===== config.mk =====
export PLATFORM = sky130hd
export DESIGN_NAME = flat_directory_sector_allocator_top_flat
export DESIGN_NICKNAME = d
export VERILOG_FILES = /design/src/hw/rtl/fdsa_pkg.sv /design/src/hw/rtl/fdsa_if.sv /design/src/hw/rtl/fdsa_ram.sv /design/src/hw/rtl/fdsa_ctrl.sv /design/src/hw/rtl/flat_directory_sector_allocator_top.sv /design/src/flat_wrapper.sv
export SDC_FILE = /design/constraint.sdc
export NUM_CORES = 2
export LEC_CHECK = 0
export BUFFER_PORTS_ARGS = -buffer_cell sky130_fd_sc_hd__buf_2
export CORE_MARGIN = 4
export CORE_UTILIZATION = 63
export DETAILED_ROUTE_END_ITERATION = 16
export PLACE_DENSITY = 0.77
export SLEW_MARGIN = 30
export SYNTH_ARGS = -nofsm -noshare
export SYNTH_HDL_FRONTEND = slang
export SYNTH_MEMORY_MAX_BITS = 65536
export SYNTH_SLANG_ARGS = --single-unit

===== constraint.sdc =====
create_clock -name clk_i -period 28 [get_ports clk_i]
set_clock_uncertainty 0.15 [all_clocks]
set_input_delay 4.2 -clock clk_i [delete_from_list [all_inputs] [get_ports clk_i]]
set_output_delay 4.2 -clock clk_i [all_outputs]
set_load 0.03 [all_outputs]

===== src/hw/rtl/fdsa_pkg.sv =====
// Shared constants, codes, memory request types and helpers of the sector allocator.
`default_nettype none

package fdsa_pkg;

  // Geometry
  localparam int unsigned DIR_ENTRIES      = 16;
  localparam int unsigned SECTORS_PER_FILE = 26;
  localparam int unsigned SECTOR_COUNT     = 256;

  // Field widths
  localparam int unsigned OP_W     = 2;
  localparam int unsigned NAME_W   = 48;
  localparam int unsigned CNT_W    = 5;
  localparam int unsigned SECTOR_W = 8;
  localparam int unsigned STATUS_W = 2;
  localparam int unsigned BYTE_W   = 8;

  // Derived widths
  localparam int unsigned ENT_W     = (DIR_ENTRIES > 1) ? $clog2(DIR_ENTRIES) : 1;
  localparam int unsigned K_W       = $clog2(SECTORS_PER_FILE + 1);
  localparam int unsigned SEC_DEPTH = DIR_ENTRIES * SECTORS_PER_FILE;
  localparam int unsigned SEC_AW    = (SEC_DEPTH > 1) ? $clog2(SEC_DEPTH) : 1;
  localparam int unsigned ROW_BITS  = 8;
  localparam int unsigned BIT_W     = $clog2(ROW_BITS);
  localparam int unsigned MAP_ROWS  = (SECTOR_COUNT + ROW_BITS - 1) / ROW_BITS;
  localparam int unsigned ROW_W     = (MAP_ROWS > 1) ? $clog2(MAP_ROWS) : 1;
  localparam int unsigned CUR_W     = SECTOR_W + 1;

  localparam logic [SECTOR_W-1:0] RESERVED_RESET = SECTOR_W'(3);

  typedef enum logic [OP_W-1:0] {
    OP_LOOKUP = 2'd0,
    OP_DELETE = 2'd1,
    OP_CREATE = 2'd2,
    OP_NONE   = 2'd3
  } op_e;

  typedef enum logic [STATUS_W-1:0] {
    ST_OK        = 2'd0,
    ST_NOT_FOUND = 2'd1,
    ST_DIR_FULL  = 2'd2,
    ST_DISK_FULL = 2'd3
  } status_e;

  typedef enum logic [3:0] {
    S_IDLE,
    S_SCAN_RD,
    S_SCAN_CMP,
    S_NEXT,
    S_SEC_RD,
    S_SEC_DATA,
    S_CLR_RD,
    S_CLR_WR,
    S_ALLOC_RD,
    S_ALLOC_CHK,
    S_EMIT
  } ctrl_state_e;

  typedef struct packed {
    logic              we;
    logic [ENT_W-1:0]  waddr;
    logic [NAME_W-1:0] wdata;
    logic              re;
    logic [ENT_W-1:0]  raddr;
  } name_req_t;

  typedef struct packed {
    logic                we;
    logic [SEC_AW-1:0]   waddr;
    logic [SECTOR_W-1:0] wdata;
    logic                re;
    logic [SEC_AW-1:0]   raddr;
  } sec_req_t;

  typedef struct packed {
    logic                we;
    logic [ROW_W-1:0]    waddr;
    logic [ROW_BITS-1:0] wdata;
    logic                re;
    logic [ROW_W-1:0]    raddr;
  } map_req_t;

  // Address of slot k of a directory entry's sector list
  function automatic logic [SEC_AW-1:0] sec_addr(input logic [ENT_W-1:0] ent,
                                                 input logic [K_W-1:0] k);
    logic [SEC_AW+ENT_W+K_W-1:0] full;
    full = (SEC_AW+ENT_W+K_W)'(ent) * (SEC_AW+ENT_W+K_W)'(SECTORS_PER_FILE)
         + (SEC_AW+ENT_W+K_W)'(k);
    return full[SEC_AW-1:0];
  endfunction

endpackage

`default_nettype wire


===== src/hw/rtl/fdsa_if.sv =====
// Request, result and configuration channel interfaces of the sector allocator.
`default_nettype none

interface fdsa_req_if;
  logic                         valid;
  logic                         ready;
  logic [fdsa_pkg::OP_W-1:0]    op;
  logic [fdsa_pkg::NAME_W-1:0]  file_name;
  logic [fdsa_pkg::CNT_W-1:0]   sector_count;
  modport source (output valid, op, file_name, sector_count, input ready);
  modport sink (input valid, op, file_name, sector_count, output ready);
endinterface

interface fdsa_rsp_if;
  logic                          valid;
  logic                          ready;
  logic [fdsa_pkg::SECTOR_W-1:0] sector;
  logic [fdsa_pkg::STATUS_W-1:0] status;
  logic                          last;
  modport source (output valid, sector, status, last, input ready);
  modport sink (input valid, sector, status, last, output ready);
endinterface

interface fdsa_cfg_if;
  logic                          valid;
  logic                          ready;
  logic [fdsa_pkg::SECTOR_W-1:0] data;
  modport source (output valid, data, input ready);
  modport sink (input valid, data, output ready);
endinterface

`default_nettype wire


===== src/hw/rtl/fdsa_ram.sv =====
// Generic single-port-write, single-port-read RAM with registered read data.
`default_nettype none

module fdsa_ram #(
  parameter int unsigned WIDTH = 8,
  parameter int unsigned DEPTH = 16,
  localparam int unsigned AW = (DEPTH > 1) ? $clog2(DEPTH) : 1
) (
  input  logic             clk_i,
  input  logic             we_i,
  input  logic [AW-1:0]    waddr_i,
  input  logic [WIDTH-1:0] wdata_i,
  input  logic             re_i,
  input  logic [AW-1:0]    raddr_i,
  output logic [WIDTH-1:0] rdata_o
);

  logic [WIDTH-1:0] mem_q [DEPTH];
  logic [WIDTH-1:0] rdata_q;

  // Write and read; read data holds until the next read
  always_ff @(posedge clk_i) begin
    if (we_i) begin
      mem_q[waddr_i] <= wdata_i;
    end
    if (re_i) begin
      rdata_q <= mem_q[raddr_i];
    end
  end

  assign rdata_o = rdata_q;

endmodule

`default_nettype wire


===== src/hw/rtl/fdsa_ctrl.sv =====
// Request sequencer: directory scan, sector list walk, map search and result register.
`default_nettype none

module fdsa_ctrl (
  input  logic                            clk_i,
  input  logic                            rst_ni,
  fdsa_req_if.sink                        req_i,
  fdsa_rsp_if.source                      rsp_o,
  fdsa_cfg_if.sink                        cfg_i,
  output fdsa_pkg::name_req_t             name_req_o,
  input  logic [fdsa_pkg::NAME_W-1:0]     name_rdata_i,
  output fdsa_pkg::sec_req_t              sec_req_o,
  input  logic [fdsa_pkg::SECTOR_W-1:0]   sec_rdata_i,
  output fdsa_pkg::map_req_t              map_req_o,
  input  logic [fdsa_pkg::ROW_BITS-1:0]   map_rdata_i
);

  localparam int unsigned DE  = fdsa_pkg::DIR_ENTRIES;
  localparam int unsigned RB  = fdsa_pkg::ROW_BITS;
  localparam int unsigned KW  = fdsa_pkg::K_W;
  localparam int unsigned EW  = fdsa_pkg::ENT_W;
  localparam int unsigned CW  = fdsa_pkg::CUR_W;
  localparam int unsigned SW  = fdsa_pkg::SECTOR_W;
  localparam int unsigned RW  = fdsa_pkg::ROW_W;
  localparam int unsigned BW  = fdsa_pkg::BIT_W;
  localparam int unsigned NW  = fdsa_pkg::NAME_W;

  fdsa_pkg::ctrl_state_e state_q, state_d;
  fdsa_pkg::op_e         op_q, op_d;
  fdsa_pkg::status_e     em_status_q, em_status_d;
  logic [NW-1:0]         name_q, name_d;
  logic [KW-1:0]         cnt_q, cnt_d;
  logic [KW-1:0]         k_q, k_d;
  logic [EW-1:0]         ent_q, ent_d;
  logic [CW-1:0]         cur_q, cur_d;
  logic [SW-1:0]         sec_q, sec_d;
  logic                  hit_q, hit_d;
  logic [SW-1:0]         res_q;

  logic [DE-1:0]         busy_q;
  logic [KW-1:0]         len_q [DE];
  logic [fdsa_pkg::MAP_ROWS-1:0] map_vld_q;

  logic                  out_vld_q;
  logic [SW-1:0]         out_sector_q;
  fdsa_pkg::status_e     out_status_q;
  logic                  out_last_q;

  // Decoded conditions
  logic                  req_fire, slot_free, req_name_ok;
  logic                  free_found;
  logic [EW-1:0]         free_ent;
  logic [KW-1:0]         cnt_sat, cur_len, k_inc;
  logic                  ent_match, k_last_len, k_last_cnt, disk_full;
  logic [SW-1:0]         lo;
  logic [RW-1:0]         cur_row, sec_row, map_row_idx;
  logic [RB-1:0]         map_row, avail;
  logic [BW-1:0]         alloc_bit;
  logic                  alloc_ok;
  logic [SW-1:0]         alloc_sector;
  logic [CW-1:0]         next_row_cur;

  // Datapath and update controls
  logic                  emit;
  logic [SW-1:0]         emit_sector;
  fdsa_pkg::status_e     emit_status;
  logic                  emit_last;
  logic                  set_busy, clr_busy, len_we;
  logic [EW-1:0]         busy_ent;
  logic [KW-1:0]         len_wdata;
  logic                  map_set_vld;

  assign req_fire    = req_i.valid && req_i.ready;
  assign slot_free   = !out_vld_q || rsp_o.ready;
  assign req_name_ok = |req_i.file_name[NW-1 -: fdsa_pkg::BYTE_W];
  assign cnt_sat     = (req_i.sector_count > fdsa_pkg::CNT_W'(fdsa_pkg::SECTORS_PER_FILE))
                       ? KW'(fdsa_pkg::SECTORS_PER_FILE) : KW'(req_i.sector_count);
  assign lo          = (res_q == '0) ? SW'(1) : res_q;
  assign cur_len     = len_q[ent_q];
  assign k_inc       = k_q + KW'(1);
  assign k_last_len  = (k_inc == cur_len);
  assign k_last_cnt  = (k_inc == cnt_q);
  assign ent_match   = busy_q[ent_q] && (name_rdata_i == name_q);
  assign disk_full   = (cur_q >= CW'(fdsa_pkg::SECTOR_COUNT));
  assign cur_row     = cur_q[BW +: RW];
  assign sec_row     = sec_q[BW +: RW];
  assign map_row_idx = ((state_q == fdsa_pkg::S_CLR_RD) || (state_q == fdsa_pkg::S_CLR_WR))
                       ? sec_row : cur_row;
  assign map_row     = map_vld_q[map_row_idx] ? map_rdata_i : '0;
  assign next_row_cur = (CW'(cur_row) + CW'(1)) << BW;
  assign alloc_sector = SW'({cur_row, alloc_bit});

  // Find the first free directory entry
  always_comb begin
    free_found = 1'b0;
    free_ent   = '0;
    for (int i = DE - 1; i >= 0; i--) begin
      if (!busy_q[i]) begin
        free_found = 1'b1;
        free_ent   = EW'(i);
      end
    end
  end

  // Find the lowest free sector at or above the cursor in the current row
  always_comb begin
    alloc_ok  = 1'b0;
    alloc_bit = '0;
    for (int i = 0; i < RB; i++) begin
      avail[i] = !map_row[i] && (BW'(i) >= cur_q[BW-1:0])
                 && (CW'({cur_row, BW'(i)}) < CW'(fdsa_pkg::SECTOR_COUNT));
    end
    for (int i = RB - 1; i >= 0; i--) begin
      if (avail[i]) begin
        alloc_ok  = 1'b1;
        alloc_bit = BW'(i);
      end
    end
  end

  // Next state
  always_comb begin
    state_d = state_q;
    unique case (state_q)
      fdsa_pkg::S_IDLE: begin
        if (req_fire) begin
          unique case (fdsa_pkg::op_e'(req_i.op))
            fdsa_pkg::OP_LOOKUP, fdsa_pkg::OP_DELETE:
              state_d = req_name_ok ? fdsa_pkg::S_SCAN_RD : fdsa_pkg::S_EMIT;
            fdsa_pkg::OP_CREATE:
              state_d = (req_name_ok && free_found && (cnt_sat != '0))
                        ? fdsa_pkg::S_ALLOC_RD : fdsa_pkg::S_EMIT;
            default: state_d = fdsa_pkg::S_IDLE;
          endcase
        end
      end
      fdsa_pkg::S_SCAN_RD: state_d = fdsa_pkg::S_SCAN_CMP;
      fdsa_pkg::S_SCAN_CMP: begin
        if (ent_match && (op_q == fdsa_pkg::OP_LOOKUP)) begin
          state_d = (cur_len == '0) ? fdsa_pkg::S_EMIT : fdsa_pkg::S_SEC_RD;
        end else if (ent_match && (cur_len != '0)) begin
          state_d = fdsa_pkg::S_SEC_RD;
        end else begin
          state_d = fdsa_pkg::S_NEXT;
        end
      end
      fdsa_pkg::S_NEXT:
        state_d = (ent_q == EW'(DE - 1)) ? fdsa_pkg::S_EMIT : fdsa_pkg::S_SCAN_RD;
      fdsa_pkg::S_SEC_RD: state_d = fdsa_pkg::S_SEC_DATA;
      fdsa_pkg::S_SEC_DATA: begin
        if (op_q == fdsa_pkg::OP_DELETE) begin
          state_d = fdsa_pkg::S_CLR_RD;
        end else if (slot_free) begin
          state_d = k_last_len ? fdsa_pkg::S_IDLE : fdsa_pkg::S_SEC_RD;
        end
      end
      fdsa_pkg::S_CLR_RD: state_d = fdsa_pkg::S_CLR_WR;
      fdsa_pkg::S_CLR_WR:
        state_d = k_last_len ? fdsa_pkg::S_NEXT : fdsa_pkg::S_SEC_RD;
      fdsa_pkg::S_ALLOC_RD:
        state_d = disk_full ? fdsa_pkg::S_EMIT : fdsa_pkg::S_ALLOC_CHK;
      fdsa_pkg::S_ALLOC_CHK: begin
        if (!alloc_ok) begin
          state_d = fdsa_pkg::S_ALLOC_RD;
        end else if (slot_free) begin
          state_d = k_last_cnt ? fdsa_pkg::S_IDLE : fdsa_pkg::S_ALLOC_RD;
        end
      end
      fdsa_pkg::S_EMIT:
        if (slot_free) state_d = fdsa_pkg::S_IDLE;
      default: state_d = fdsa_pkg::S_IDLE;
    endcase
  end

  // Datapath controls and memory requests
  always_comb begin
    op_d        = op_q;
    name_d      = name_q;
    cnt_d       = cnt_q;
    k_d         = k_q;
    ent_d       = ent_q;
    cur_d       = cur_q;
    sec_d       = sec_q;
    hit_d       = hit_q;
    em_status_d = em_status_q;
    emit        = 1'b0;
    emit_sector = '0;
    emit_status = fdsa_pkg::ST_OK;
    emit_last   = 1'b1;
    set_busy    = 1'b0;
    clr_busy    = 1'b0;
    len_we      = 1'b0;
    busy_ent    = ent_q;
    len_wdata   = '0;
    map_set_vld = 1'b0;
    name_req_o  = '0;
    sec_req_o   = '0;
    map_req_o   = '0;
    name_req_o.raddr = ent_q;
    sec_req_o.raddr  = fdsa_pkg::sec_addr(ent_q, k_q);
    sec_req_o.waddr  = fdsa_pkg::sec_addr(ent_q, k_q);
    map_req_o.raddr  = map_row_idx;
    map_req_o.waddr  = map_row_idx;
    unique case (state_q)
      fdsa_pkg::S_IDLE: begin
        if (req_fire) begin
          op_d        = fdsa_pkg::op_e'(req_i.op);
          name_d      = req_i.file_name;
          cnt_d       = cnt_sat;
          k_d         = '0;
          ent_d       = '0;
          hit_d       = 1'b0;
          cur_d       = CW'(lo);
          em_status_d = fdsa_pkg::ST_NOT_FOUND;
          if (fdsa_pkg::op_e'(req_i.op) == fdsa_pkg::OP_CREATE && req_name_ok) begin
            if (!free_found) begin
              em_status_d = fdsa_pkg::ST_DIR_FULL;
            end else begin
              // Claim the entry; its sector list is already empty
              em_status_d      = fdsa_pkg::ST_OK;
              ent_d            = free_ent;
              set_busy         = 1'b1;
              busy_ent         = free_ent;
              name_req_o.we    = 1'b1;
              name_req_o.waddr = free_ent;
              name_req_o.wdata = req_i.file_name;
            end
          end
        end
      end
      fdsa_pkg::S_SCAN_RD: name_req_o.re = 1'b1;
      fdsa_pkg::S_SCAN_CMP: begin
        k_d = '0;
        if (ent_match) begin
          hit_d       = 1'b1;
          em_status_d = fdsa_pkg::ST_OK;
          if ((op_q == fdsa_pkg::OP_DELETE) && (cur_len == '0)) begin
            clr_busy = 1'b1;
          end
        end
      end
      fdsa_pkg::S_NEXT: begin
        ent_d = ent_q + EW'(1);
        if (op_q == fdsa_pkg::OP_DELETE) begin
          em_status_d = hit_q ? fdsa_pkg::ST_OK : fdsa_pkg::ST_NOT_FOUND;
        end
      end
      fdsa_pkg::S_SEC_RD: sec_req_o.re = 1'b1;
      fdsa_pkg::S_SEC_DATA: begin
        sec_d = sec_rdata_i;
        if ((op_q == fdsa_pkg::OP_LOOKUP) && slot_free) begin
          emit        = 1'b1;
          emit_sector = sec_rdata_i;
          emit_last   = k_last_len;
          k_d         = k_inc;
        end
      end
      fdsa_pkg::S_CLR_RD: map_req_o.re = 1'b1;
      fdsa_pkg::S_CLR_WR: begin
        // Free the sector in the map and advance along the list
        map_req_o.we    = 1'b1;
        map_req_o.wdata = map_row & ~(RB'(1) << sec_q[BW-1:0]);
        map_set_vld     = 1'b1;
        k_d             = k_inc;
        if (k_last_len) begin
          clr_busy = 1'b1;
        end
      end
      fdsa_pkg::S_ALLOC_RD: begin
        map_req_o.re = !disk_full;
        if (disk_full) begin
          em_status_d = fdsa_pkg::ST_DISK_FULL;
        end
      end
      fdsa_pkg::S_ALLOC_CHK: begin
        if (!alloc_ok) begin
          cur_d = next_row_cur;
        end else if (slot_free) begin
          // Take the sector: mark it, record it, report it
          map_req_o.we    = 1'b1;
          map_req_o.wdata = map_row | (RB'(1) << alloc_bit);
          map_set_vld     = 1'b1;
          sec_req_o.we    = 1'b1;
          sec_req_o.wdata = alloc_sector;
          len_we          = 1'b1;
          len_wdata       = k_inc;
          emit            = 1'b1;
          emit_sector     = alloc_sector;
          emit_last       = k_last_cnt;
          k_d             = k_inc;
          cur_d           = CW'(alloc_sector) + CW'(1);
        end
      end
      fdsa_pkg::S_EMIT: begin
        emit        = slot_free;
        emit_status = em_status_q;
      end
      default: ;
    endcase
  end

  // Hold control state
  always_ff @(posedge clk_i or negedge rst_ni) begin
    if (!rst_ni) begin
      state_q   <= fdsa_pkg::S_IDLE;
      res_q     <= fdsa_pkg::RESERVED_RESET;
      ent_q     <= '0;
      busy_q    <= '0;
      map_vld_q <= '0;
      out_vld_q <= 1'b0;
      for (int i = 0; i < DE; i++) len_q[i] <= '0;
    end else begin
      state_q <= state_d;
      ent_q   <= ent_d;
      if (cfg_i.valid && cfg_i.ready) res_q <= cfg_i.data;
      if (set_busy) busy_q[busy_ent] <= 1'b1;
      if (clr_busy) begin
        busy_q[busy_ent] <= 1'b0;
        len_q[busy_ent]  <= '0;
      end
      if (len_we) len_q[ent_q] <= len_wdata;
      if (map_set_vld) map_vld_q[map_row_idx] <= 1'b1;
      if (emit) out_vld_q <= 1'b1;
      else if (rsp_o.ready) out_vld_q <= 1'b0;
    end
  end

  // Hold request context and result payload
  always_ff @(posedge clk_i) begin
    op_q        <= op_d;
    name_q      <= name_d;
    cnt_q       <= cnt_d;
    k_q         <= k_d;
    cur_q       <= cur_d;
    sec_q       <= sec_d;
    hit_q       <= hit_d;
    em_status_q <= em_status_d;
    if (emit) begin
      out_sector_q <= emit_sector;
      out_status_q <= emit_status;
      out_last_q   <= emit_last;
    end
  end

  assign req_i.ready  = (state_q == fdsa_pkg::S_IDLE);
  assign cfg_i.ready  = 1'b1;
  assign rsp_o.valid  = out_vld_q;
  assign rsp_o.sector = out_sector_q;
  assign rsp_o.status = out_status_q;
  assign rsp_o.last   = out_last_q;

  // Map is never read and written in the same cycle
  assert property (@(posedge clk_i) disable iff (!rst_ni)
    !(map_req_o.we && map_req_o.re))
    else $error("map read and write collide");

  // Allocated sectors never fall in the reserved range
  assert property (@(posedge clk_i) disable iff (!rst_ni)
    (len_we && sec_req_o.we) |-> (sec_req_o.wdata >= lo))
    else $error("reserved sector allocated");

  // A free entry has an empty sector list
  assert property (@(posedge clk_i) disable iff (!rst_ni)
    !busy_q[ent_q] |-> (len_q[ent_q] == '0))
    else $error("free entry holds sectors");

  // List length stays within the entry
  assert property (@(posedge clk_i) disable iff (!rst_ni)
    len_q[ent_q] <= KW'(fdsa_pkg::SECTORS_PER_FILE))
    else $error("sector list overflow");

endmodule

`default_nettype wire


===== src/hw/rtl/flat_directory_sector_allocator_top.sv =====
// Top level of the flat directory sector allocator: sequencer and its three memories.
//
// Usage: requests arrive on req_i (op, file_name, sector_count) and are taken
// only while no earlier request is in progress. Each lookup, delete or create
// request produces one or more results on rsp_o (sector, status, last); last
// marks the final one. cfg_i writes the reserved sector bound at any time the
// block is idle. Lookup and delete scan the directory memory entry by entry
// (read, compare, next); a lookup hit then reads the sector list one sector at
// a time (read, data). Delete reads each listed sector and frees it in the map
// (list read plus map read-modify-write). Create reads and checks the map one
// 8-sector row at a time, moving on to the next row when it holds no free
// sector; a full disk costs one pass over the map rows.
// One result register decouples the receiver: a stalled rsp_o holds that
// result and pauses the sequencer until it is taken.
// Reset empties the directory and the used-sector map at once through
// per-entry and per-row valid flops; no clearing pass is needed, and the
// reserved bound returns to 3.
`default_nettype none

module flat_directory_sector_allocator_top (
  input  logic       clk_i,
  input  logic       rst_ni,
  fdsa_req_if.sink   req_i,
  fdsa_rsp_if.source rsp_o,
  fdsa_cfg_if.sink   cfg_i
);

  fdsa_pkg::name_req_t                 name_req;
  fdsa_pkg::sec_req_t                  sec_req;
  fdsa_pkg::map_req_t                  map_req;
  logic [fdsa_pkg::NAME_W-1:0]         name_rdata;
  logic [fdsa_pkg::SECTOR_W-1:0]       sec_rdata;
  logic [fdsa_pkg::ROW_BITS-1:0]       map_rdata;

  // Sequence requests
  fdsa_ctrl u_ctrl (
    .clk_i        (clk_i),
    .rst_ni       (rst_ni),
    .req_i        (req_i),
    .rsp_o        (rsp_o),
    .cfg_i        (cfg_i),
    .name_req_o   (name_req),
    .name_rdata_i (name_rdata),
    .sec_req_o    (sec_req),
    .sec_rdata_i  (sec_rdata),
    .map_req_o    (map_req),
    .map_rdata_i  (map_rdata)
  );

  // Directory names
  fdsa_ram #(
    .WIDTH (fdsa_pkg::NAME_W),
    .DEPTH (fdsa_pkg::DIR_ENTRIES)
  ) u_name_ram (
    .clk_i   (clk_i),
    .we_i    (name_req.we),
    .waddr_i (name_req.waddr),
    .wdata_i (name_req.wdata),
    .re_i    (name_req.re),
    .raddr_i (name_req.raddr),
    .rdata_o (name_rdata)
  );

  // Per-entry sector lists
  fdsa_ram #(
    .WIDTH (fdsa_pkg::SECTOR_W),
    .DEPTH (fdsa_pkg::SEC_DEPTH)
  ) u_sec_ram (
    .clk_i   (clk_i),
    .we_i    (sec_req.we),
    .waddr_i (sec_req.waddr),
    .wdata_i (sec_req.wdata),
    .re_i    (sec_req.re),
    .raddr_i (sec_req.raddr),
    .rdata_o (sec_rdata)
  );

  // Used-sector map, one row of sectors per word
  fdsa_ram #(
    .WIDTH (fdsa_pkg::ROW_BITS),
    .DEPTH (fdsa_pkg::MAP_ROWS)
  ) u_map_ram (
    .clk_i   (clk_i),
    .we_i    (map_req.we),
    .waddr_i (map_req.waddr),
    .wdata_i (map_req.wdata),
    .re_i    (map_req.re),
    .raddr_i (map_req.raddr),
    .rdata_o (map_rdata)
  );

endmodule

`default_nettype wire

===== src/flat_wrapper.sv =====
// flat-port wrapper written by rule: the top's interface ports become plain ports
module flat_directory_sector_allocator_top_flat 
  (clk_i, rst_ni, req_i_valid, req_i_op, req_i_file_name, req_i_sector_count, req_i_ready, rsp_o_valid, rsp_o_sector, rsp_o_status, rsp_o_last, rsp_o_ready, cfg_i_valid, cfg_i_data, cfg_i_ready);
  fdsa_req_if req_i_i ();
  fdsa_rsp_if rsp_o_i ();
  fdsa_cfg_if cfg_i_i ();
  input  logic clk_i;
  input  logic rst_ni;
  input wire logic [$bits(req_i_i.valid)-1:0] req_i_valid;
  input wire logic [$bits(req_i_i.op)-1:0] req_i_op;
  input wire logic [$bits(req_i_i.file_name)-1:0] req_i_file_name;
  input wire logic [$bits(req_i_i.sector_count)-1:0] req_i_sector_count;
  output wire logic [$bits(req_i_i.ready)-1:0] req_i_ready;
  output wire logic [$bits(rsp_o_i.valid)-1:0] rsp_o_valid;
  output wire logic [$bits(rsp_o_i.sector)-1:0] rsp_o_sector;
  output wire logic [$bits(rsp_o_i.status)-1:0] rsp_o_status;
  output wire logic [$bits(rsp_o_i.last)-1:0] rsp_o_last;
  input wire logic [$bits(rsp_o_i.ready)-1:0] rsp_o_ready;
  input wire logic [$bits(cfg_i_i.valid)-1:0] cfg_i_valid;
  input wire logic [$bits(cfg_i_i.data)-1:0] cfg_i_data;
  output wire logic [$bits(cfg_i_i.ready)-1:0] cfg_i_ready;
  assign req_i_i.valid = req_i_valid;
  assign req_i_i.op = req_i_op;
  assign req_i_i.file_name = req_i_file_name;
  assign req_i_i.sector_count = req_i_sector_count;
  assign req_i_ready = req_i_i.ready;
  assign rsp_o_valid = rsp_o_i.valid;
  assign rsp_o_sector = rsp_o_i.sector;
  assign rsp_o_status = rsp_o_i.status;
  assign rsp_o_last = rsp_o_i.last;
  assign rsp_o_i.ready = rsp_o_ready;
  assign cfg_i_i.valid = cfg_i_valid;
  assign cfg_i_i.data = cfg_i_data;
  assign cfg_i_ready = cfg_i_i.ready;
  flat_directory_sector_allocator_top u_core (.clk_i(clk_i), .rst_ni(rst_ni), .req_i(req_i_i), .rsp_o(rsp_o_i), .cfg_i(cfg_i_i));
endmodule

# After elaboration in Yosys (flattened, before gate mapping)
# Memories as Yosys holds them, arrays and structs flattened. A register that Yosys moved wholly into a read port is not among the register bits.
# Cells that the tools add are included.
[word_totals] register_bits=236 ram_bits=4352 input_bits=68 elab_cells=318 n_memories=3
[mem_list] name="u_core.u_sec_ram.mem_q" words=416 word_bits=8 rd=1 rd_clocked_by_memory_dff=1 wr=1 line_no="fdsa_ram.sv:18" rtl="logic [WIDTH-1:0] mem_q [DEPTH];"
[mem_list] name="u_core.u_name_ram.mem_q" words=16 word_bits=48 rd=1 rd_clocked_by_memory_dff=1 wr=1 line_no="fdsa_ram.sv:18"
[mem_list] name="u_core.u_map_ram.mem_q" words=32 word_bits=8 rd=1 rd_clocked_by_memory_dff=1 wr=1 line_no="fdsa_ram.sv:18"
[op_classes] n_addsub=5 n_mul=1 magnitude_cmp=19 eq_ne=27 n_shift=2 mux=162 bitwise_logic=11 reduce_logical=55
[op_table] cell="2-to-1 mux 53 bit" count=4
[op_table] cell="2-to-1 mux 80 bit" count=2
[op_table] cell="2-to-1 mux 4 bit" count=34
[op_table] cell="bitwise AND 80 bit" count=1
[op_table] cell="bitwise mux 80 bit" count=1
[op_table] cell="inverter 80 bit" count=1
[op_table] cell="2-to-1 mux 5 bit" count=13
[op_table] cell="2-to-1 mux 8 bit" count=8
[op_table] cell="2-to-1 mux 1 bit" count=55
[op_table] cell="equality test 48 bit" count=1
[op_table] cell="case mux 4 bit (11 select lines)" count=1
[op_table] cell="demux 5 bit (select 4 bit)" count=2
[op_table] cell="2-to-1 mux 3 bit" count=11
[op_table] cell="2-to-1 mux 16 bit" count=2
[op_table] cell="bitwise OR 32 bit" count=1
[op_table] cell="case mux 8 bit (2 select lines)" count=2
[op_table] cell="2-to-1 mux 9 bit" count=3
[op_table] cell="case mux 5 bit (5 select lines)" count=1
[op_table] cell="logical AND 1 bit" count=21
[op_table] cell="binary-select mux 5 bit (select 4 bit)" count=1
[op_table] cell="case mux 9 bit (2 select lines)" count=1
[op_table] cell="bitwise AND 16 bit" count=1
[op_table] cell="equality test 4 x 3 -> 1 bit, second input constant" count=4
[op_table] cell="equality test 4 bit, second input constant" count=4
[op_table] cell="other kinds (56)" count=107

# Depth between registers and ports, before layout
[logic_depth] depth_word=30 ltp_mapped=21

# Modules after synthesis
# From an unflattened synthesis, not the netlist that was laid out.
[hier_totals] hier_cells=9183 area_unflattened_um2=183751.2
[by_module_without_submodules] module="fdsa_ram at u_core.u_sec_ram" instances=1 cells_per_inst=6259 area_per_inst_um2=129845.8 seq_area_each_um2=100176.1
[by_module_without_submodules] module="fdsa_ram at u_core.u_name_ram" instances=1 cells_per_inst=1242 area_per_inst_um2=30171.4 seq_area_each_um2=24503.5
[by_module_without_submodules] module="fdsa_ctrl" instances=1 cells_per_inst=1265 area_per_inst_um2=13600.5 seq_area_each_um2=6363.6
[by_module_without_submodules] module="fdsa_ram at u_core.u_map_ram" instances=1 cells_per_inst=417 area_per_inst_um2=10133.5 seq_area_each_um2=7927.6

# Worst setup path after synthesis
# No wires, ideal clock.
[synth_timing] path_kind="input port to flip-flop" from="input rsp_o_ready" to="memory u_core.u_sec_ram.mem_q[0][2], data pin" arrival_time_ps=20036 required_time_ps=24536 slack_ps=4500 stages=2 cell_sequence="nor2b_1 > nor3_1"
[synth_rtl] item="start: declaration" line_no="flat_wrapper.sv:18" rtl="input wire logic [$bits(rsp_o_i.ready)-1:0] rsp_o_ready;"
[synth_rtl] item="end: declaration" line_no="fdsa_ram.sv:18"

# Worst setup path after layout
[layout_timing] from="register u_core.u_ctrl.ent_q[0]" to="register u_core.u_sec_ram.rdata_q[3], in the netlist u_core.u_sec_ram.rdata_o[3], read port of u_core.u_sec_ram.mem_q, data pin"
[layout_via] elab_chain_cells=2
[layout_lines] item="start: declaration" line_no="fdsa_ctrl.sv:34" rtl="logic [EW-1:0] ent_q, ent_d;"
[layout_lines] item="start signal: assignment" line_no="fdsa_ctrl.sv:314" rtl="ent_q <= ent_d;"
[layout_lines] item="multiplier 4 x 4 -> 8 bit" line_no="fdsa_pkg.sv:88" rtl="full = (SEC_AW+ENT_W+K_W)'(ent) * (SEC_AW+ENT_W+K_W)'(SECTORS_PER_FILE)"
[layout_lines] item="adder 9 x 5 -> 9 bit" line_no="fdsa_pkg.sv:89" rtl="+ (SEC_AW+ENT_W+K_W)'(k);"
[layout_lines] item="end: declaration" line_no="fdsa_ram.sv:19" rtl="logic [WIDTH-1:0] rdata_q;"
# Every way passes these cells.
# A chain may end at the register's enable or synchronous reset.

==> impl_metrics.ini <==
[drt]
wire_per_inst_um = 37.19
drc = 0
drtPass1Iterations = 7
m1WireLength_mm = 160.7
highest_layer = met5
dr_total_vias = 91269
wl_mm = 467.5
wl_met2_mm = 227.6
drtIter0Drc = 15421
dr_wl_met3_mm = 56.61
viasPerCell = 7.261
antenna_left = 0

[worst_setup_path]
r2r-start = u_core.u_ctrl.ent_q[0]$_DFFE_PN0P_
critPathLaunch = u_core.u_ctrl.ent_q[0]$_DFFE_PN0P_
timing.critical_path.to = u_core.u_sec_ram.rdata_o[3]$_DFFE_PP_
r2r_end = u_core.u_sec_ram.rdata_o[3]$_DFFE_PP_
critPathMaxFanout = 53
crit_type = flip-flop to flip-flop
worstPathArrival_ns = 9.23
crit_path_start_kind = flip-flop
timing.reg2reg.setup_slack_ns = 19.34
end_kind = flip-flop
worstRegToRegCells = 13
cp.required_ns = 28.57

[place]
dp_hpwl_mm = 247.9
dpl_cell_area_mm2 = 0.1868
portBuffers = 80
dp_cells = 11721
post-place-ws_ns = 19.34
gp_congestion = 0.8789

[cts]
post_cts_resized = 0
cts_setup_buffers = 0
cts_hold_buf = 0
h-tree-depth = 5
cts_tree = yes
clkTransAtPathRegs_ns = 0.07
clock_latency_ns = 0.97
cts_buffers = 441
cts_root_buffer = clkbuf_16
cts.sinks = 4652
cts_buffer_depth = 4

[synthesis]
yosysTopAreaCell = edfxtp_1
synth_compound_area_frac = 0.01714
synth-simple-area-share = 0.02638
synthMuxAreaShare = 0.1745
synthArstFlopShare = 0.03117
yosysWarningCount = 0
synth_xor_area_frac = 0.003805
synth_edf_count = 4507
ys_ff_latch = 4652
synth-adder-area-share = 0.002284
synth_cell_types = 88
synth_top_area_frac = 0.7442
synthFlopType = edfxtp_1
yosys-top-cells-area = edfxtp_1 (74%), mux4_2 (17%), dfrtp_1 (2.0%), nor2_1 (1.1%), clkbuf_1 (0.53%)
yosysSeqAreaShare = 0.7642
synth.most_common_cell = edfxtp_1
synth_common_cells = edfxtp_1 (4507), mux4_2 (1387), nor2_1 (529), clkbuf_1 (258), nand2_1 (209)
avgSynthCellArea_um2 = 22.23
synth_fp_nets = 8282
syn_inst = 8182
synth_top_family_by_area = multiplexers
syn_area_mm2 = 0.1819

[min_path]
hp-class = flip-flop to flip-flop
whs_path_depth = 1

[global_route]
grt_pass1_vias = 91832
globalRouteOverflowTotal = 0
grt_antenna_before_repair = 18
grt_max_degree = 225
grt_pass1_wl_mm = 679.3
grt.total_usage = 0.3155

[die]
die_x_um = 545.3
ios = 82
core_region_area_mm2 = 0.2877
die_h_um = 545.3
start_util = 0.6322
die_area_mm2 = 0.2973
rows = 197

[finish]
drive_above_1_share = 0.2755
nets = 8490
fin_area_mm2 = 0.2021
fin_util = 0.7026
final_cells = 12569
area_growth_pct = 11.12

[sta]
final.min_clock_period_ns = 8.658
relSlewSlack = 0.2740
hold_viol_final = 0
fin_ws_ns = 19.34
finalSetupViolCount = 0
tns_ns = 0
fmax_mhz = 115.5
min_period_over_period = 0.3092
maxSlewViolCount = 0
tightest_slew_ns = 1.081
holdWs_ns = 0.3219
rsz0062_at_grt = false

[pwr]
p_leak_nw = 55.36
finalPower_mw = 20.74
power.density_mw_per_mm2 = 102.6
ir_worst_vdd_uv = 179.4

[flow_run]
drv_cap = 0

[status]
status = completed
==> worst min-delay path by stage <==
stage                                             from                                 endpoint  slack (ns)
2_1_floorplan    u_core.u_sec_ram.rdata_o[0]$_DFFE_PP_         u_core.u_ctrl.sec_q[0]$_DFFE_PP_        0.28
3_3_place_gp   u_core.u_ctrl.map_vld_q[29]$_DFFE_PN0P_  u_core.u_ctrl.map_vld_q[29]$_DFFE_PN0P_        0.30
3_5_place_dp   u_core.u_ctrl.map_vld_q[29]$_DFFE_PN0P_  u_core.u_ctrl.map_vld_q[29]$_DFFE_PN0P_        0.30
4_1_cts        u_core.u_ctrl.map_vld_q[29]$_DFFE_PN0P_  u_core.u_ctrl.map_vld_q[29]$_DFFE_PN0P_        0.32
5_1_grt         u_core.u_ctrl.map_vld_q[9]$_DFFE_PN0P_   u_core.u_ctrl.map_vld_q[9]$_DFFE_PN0P_        0.33
6_report       u_core.u_ctrl.map_vld_q[29]$_DFFE_PN0P_  u_core.u_ctrl.map_vld_q[29]$_DFFE_PN0P_        0.32
==> layout by cell type (no fill, tap or decap), types with 13 or more instances in the layout <==
cell type,netlist,layout
nor4_1,19,17
clkbuf_16,0,452
and3_1,73,71
mux4_2,1387,1387
a32o_1,52,52
o2bb2ai_1,16,16
nand2_1,209,196
dfrtp_1,143,140
xnor2_1,68,63
buf_6,1,20
clkinvlp_4,0,23
nand3_1,63,61
mux2i_1,31,30
buf_4,10,128
nand4_1,38,38
edfxtp_1,4507,4507
ha_1,30,29
buf_2,134,79
nor3_1,24,18
nor2_1,529,503
clkbuf_1,258,82
mux2_2,14,14
bufinv_16,0,61
diode_2,0,15
and2_1,21,14
a31oi_1,16,16
inv_1,32,31
o21bai_1,33,33
nor2b_1,33,31
a22oi_1,44,43
o21ai_0,48,48
clkinv_2,0,83
a32oi_1,13,13
clkinv_1,1,88
nor2_2,3,19
a21oi_1,50,47
==> critical path: stages (launching register included) <==
cell      delay, ns
dfrtp_4        0.74
ha_4           0.78
buf_4          0.60
buf_4          0.75
buf_4          0.80
buf_4          0.71
buf_4          0.74
buf_4          0.76
mux4_2         0.41
mux4_2         0.55
a22o_1         0.30
a32oi_1        0.19
o311ai_0       0.16
or4_1          0.53
==> cell families after synthesis <==
kind of cell / count (synthesis)
multiplexers: 1433
other: 1
adder cells (fa/ha/maj): 32
buffers and inverters: 513
flip-flops: 4652
XOR/XNOR: 79
AND/OR/NAND/NOR: 1060
AO/OA/AOI/OAI: 412
==> power by group <==
part           switching (mW)  internal, mW
clock network            2.63          3.55
logic                    4.40          2.27
registers               0.143          7.74
==> metal layers <==
metal | vias up | global-route usage
li1 | 34950 | -
met5 | - | 0
met4 | 6 | 0.1275
met1 | 47721 | 0.4392
met2 | 7403 | 0.4920
met3 | 1189 | 0.07717
==> final cells by class <==
cell class	count	area, um2
antenna	15	37.54
inverter	34	131.4
clock buffer	544	11740
fill	15869	85560
tap	3781	4731
multi-input combinational	3017	41310
sequential	4652	139000
timing repair buffer	244	1953
clock inverter	282	3206
==> registers in the layout, indices dropped and copies added (netlist names), 4 cells and up <==
name and count:
u_core.u_ctrl.busy_q 16, u_core.u_ctrl.cnt_q 5, u_core.u_ctrl.cur_q 9, u_core.u_ctrl.ent_q 4, u_core.u_ctrl.k_q 5, u_core.u_ctrl.len_q 80
u_core.u_ctrl.map_vld_q 32, u_core.u_ctrl.name_q 48, u_core.u_ctrl.res_q 8, u_core.u_ctrl.rsp_o.sector 8, u_core.u_ctrl.sec_q 8, u_core.u_ctrl.state_q 4
u_core.u_map_ram.mem_q 256, u_core.u_map_ram.rdata_o 8, u_core.u_name_ram.mem_q 768, u_core.u_name_ram.rdata_o 48, u_core.u_sec_ram.mem_q 3328, u_core.u_sec_ram.rdata_o 8
Power figures use the tool's default switching activity.
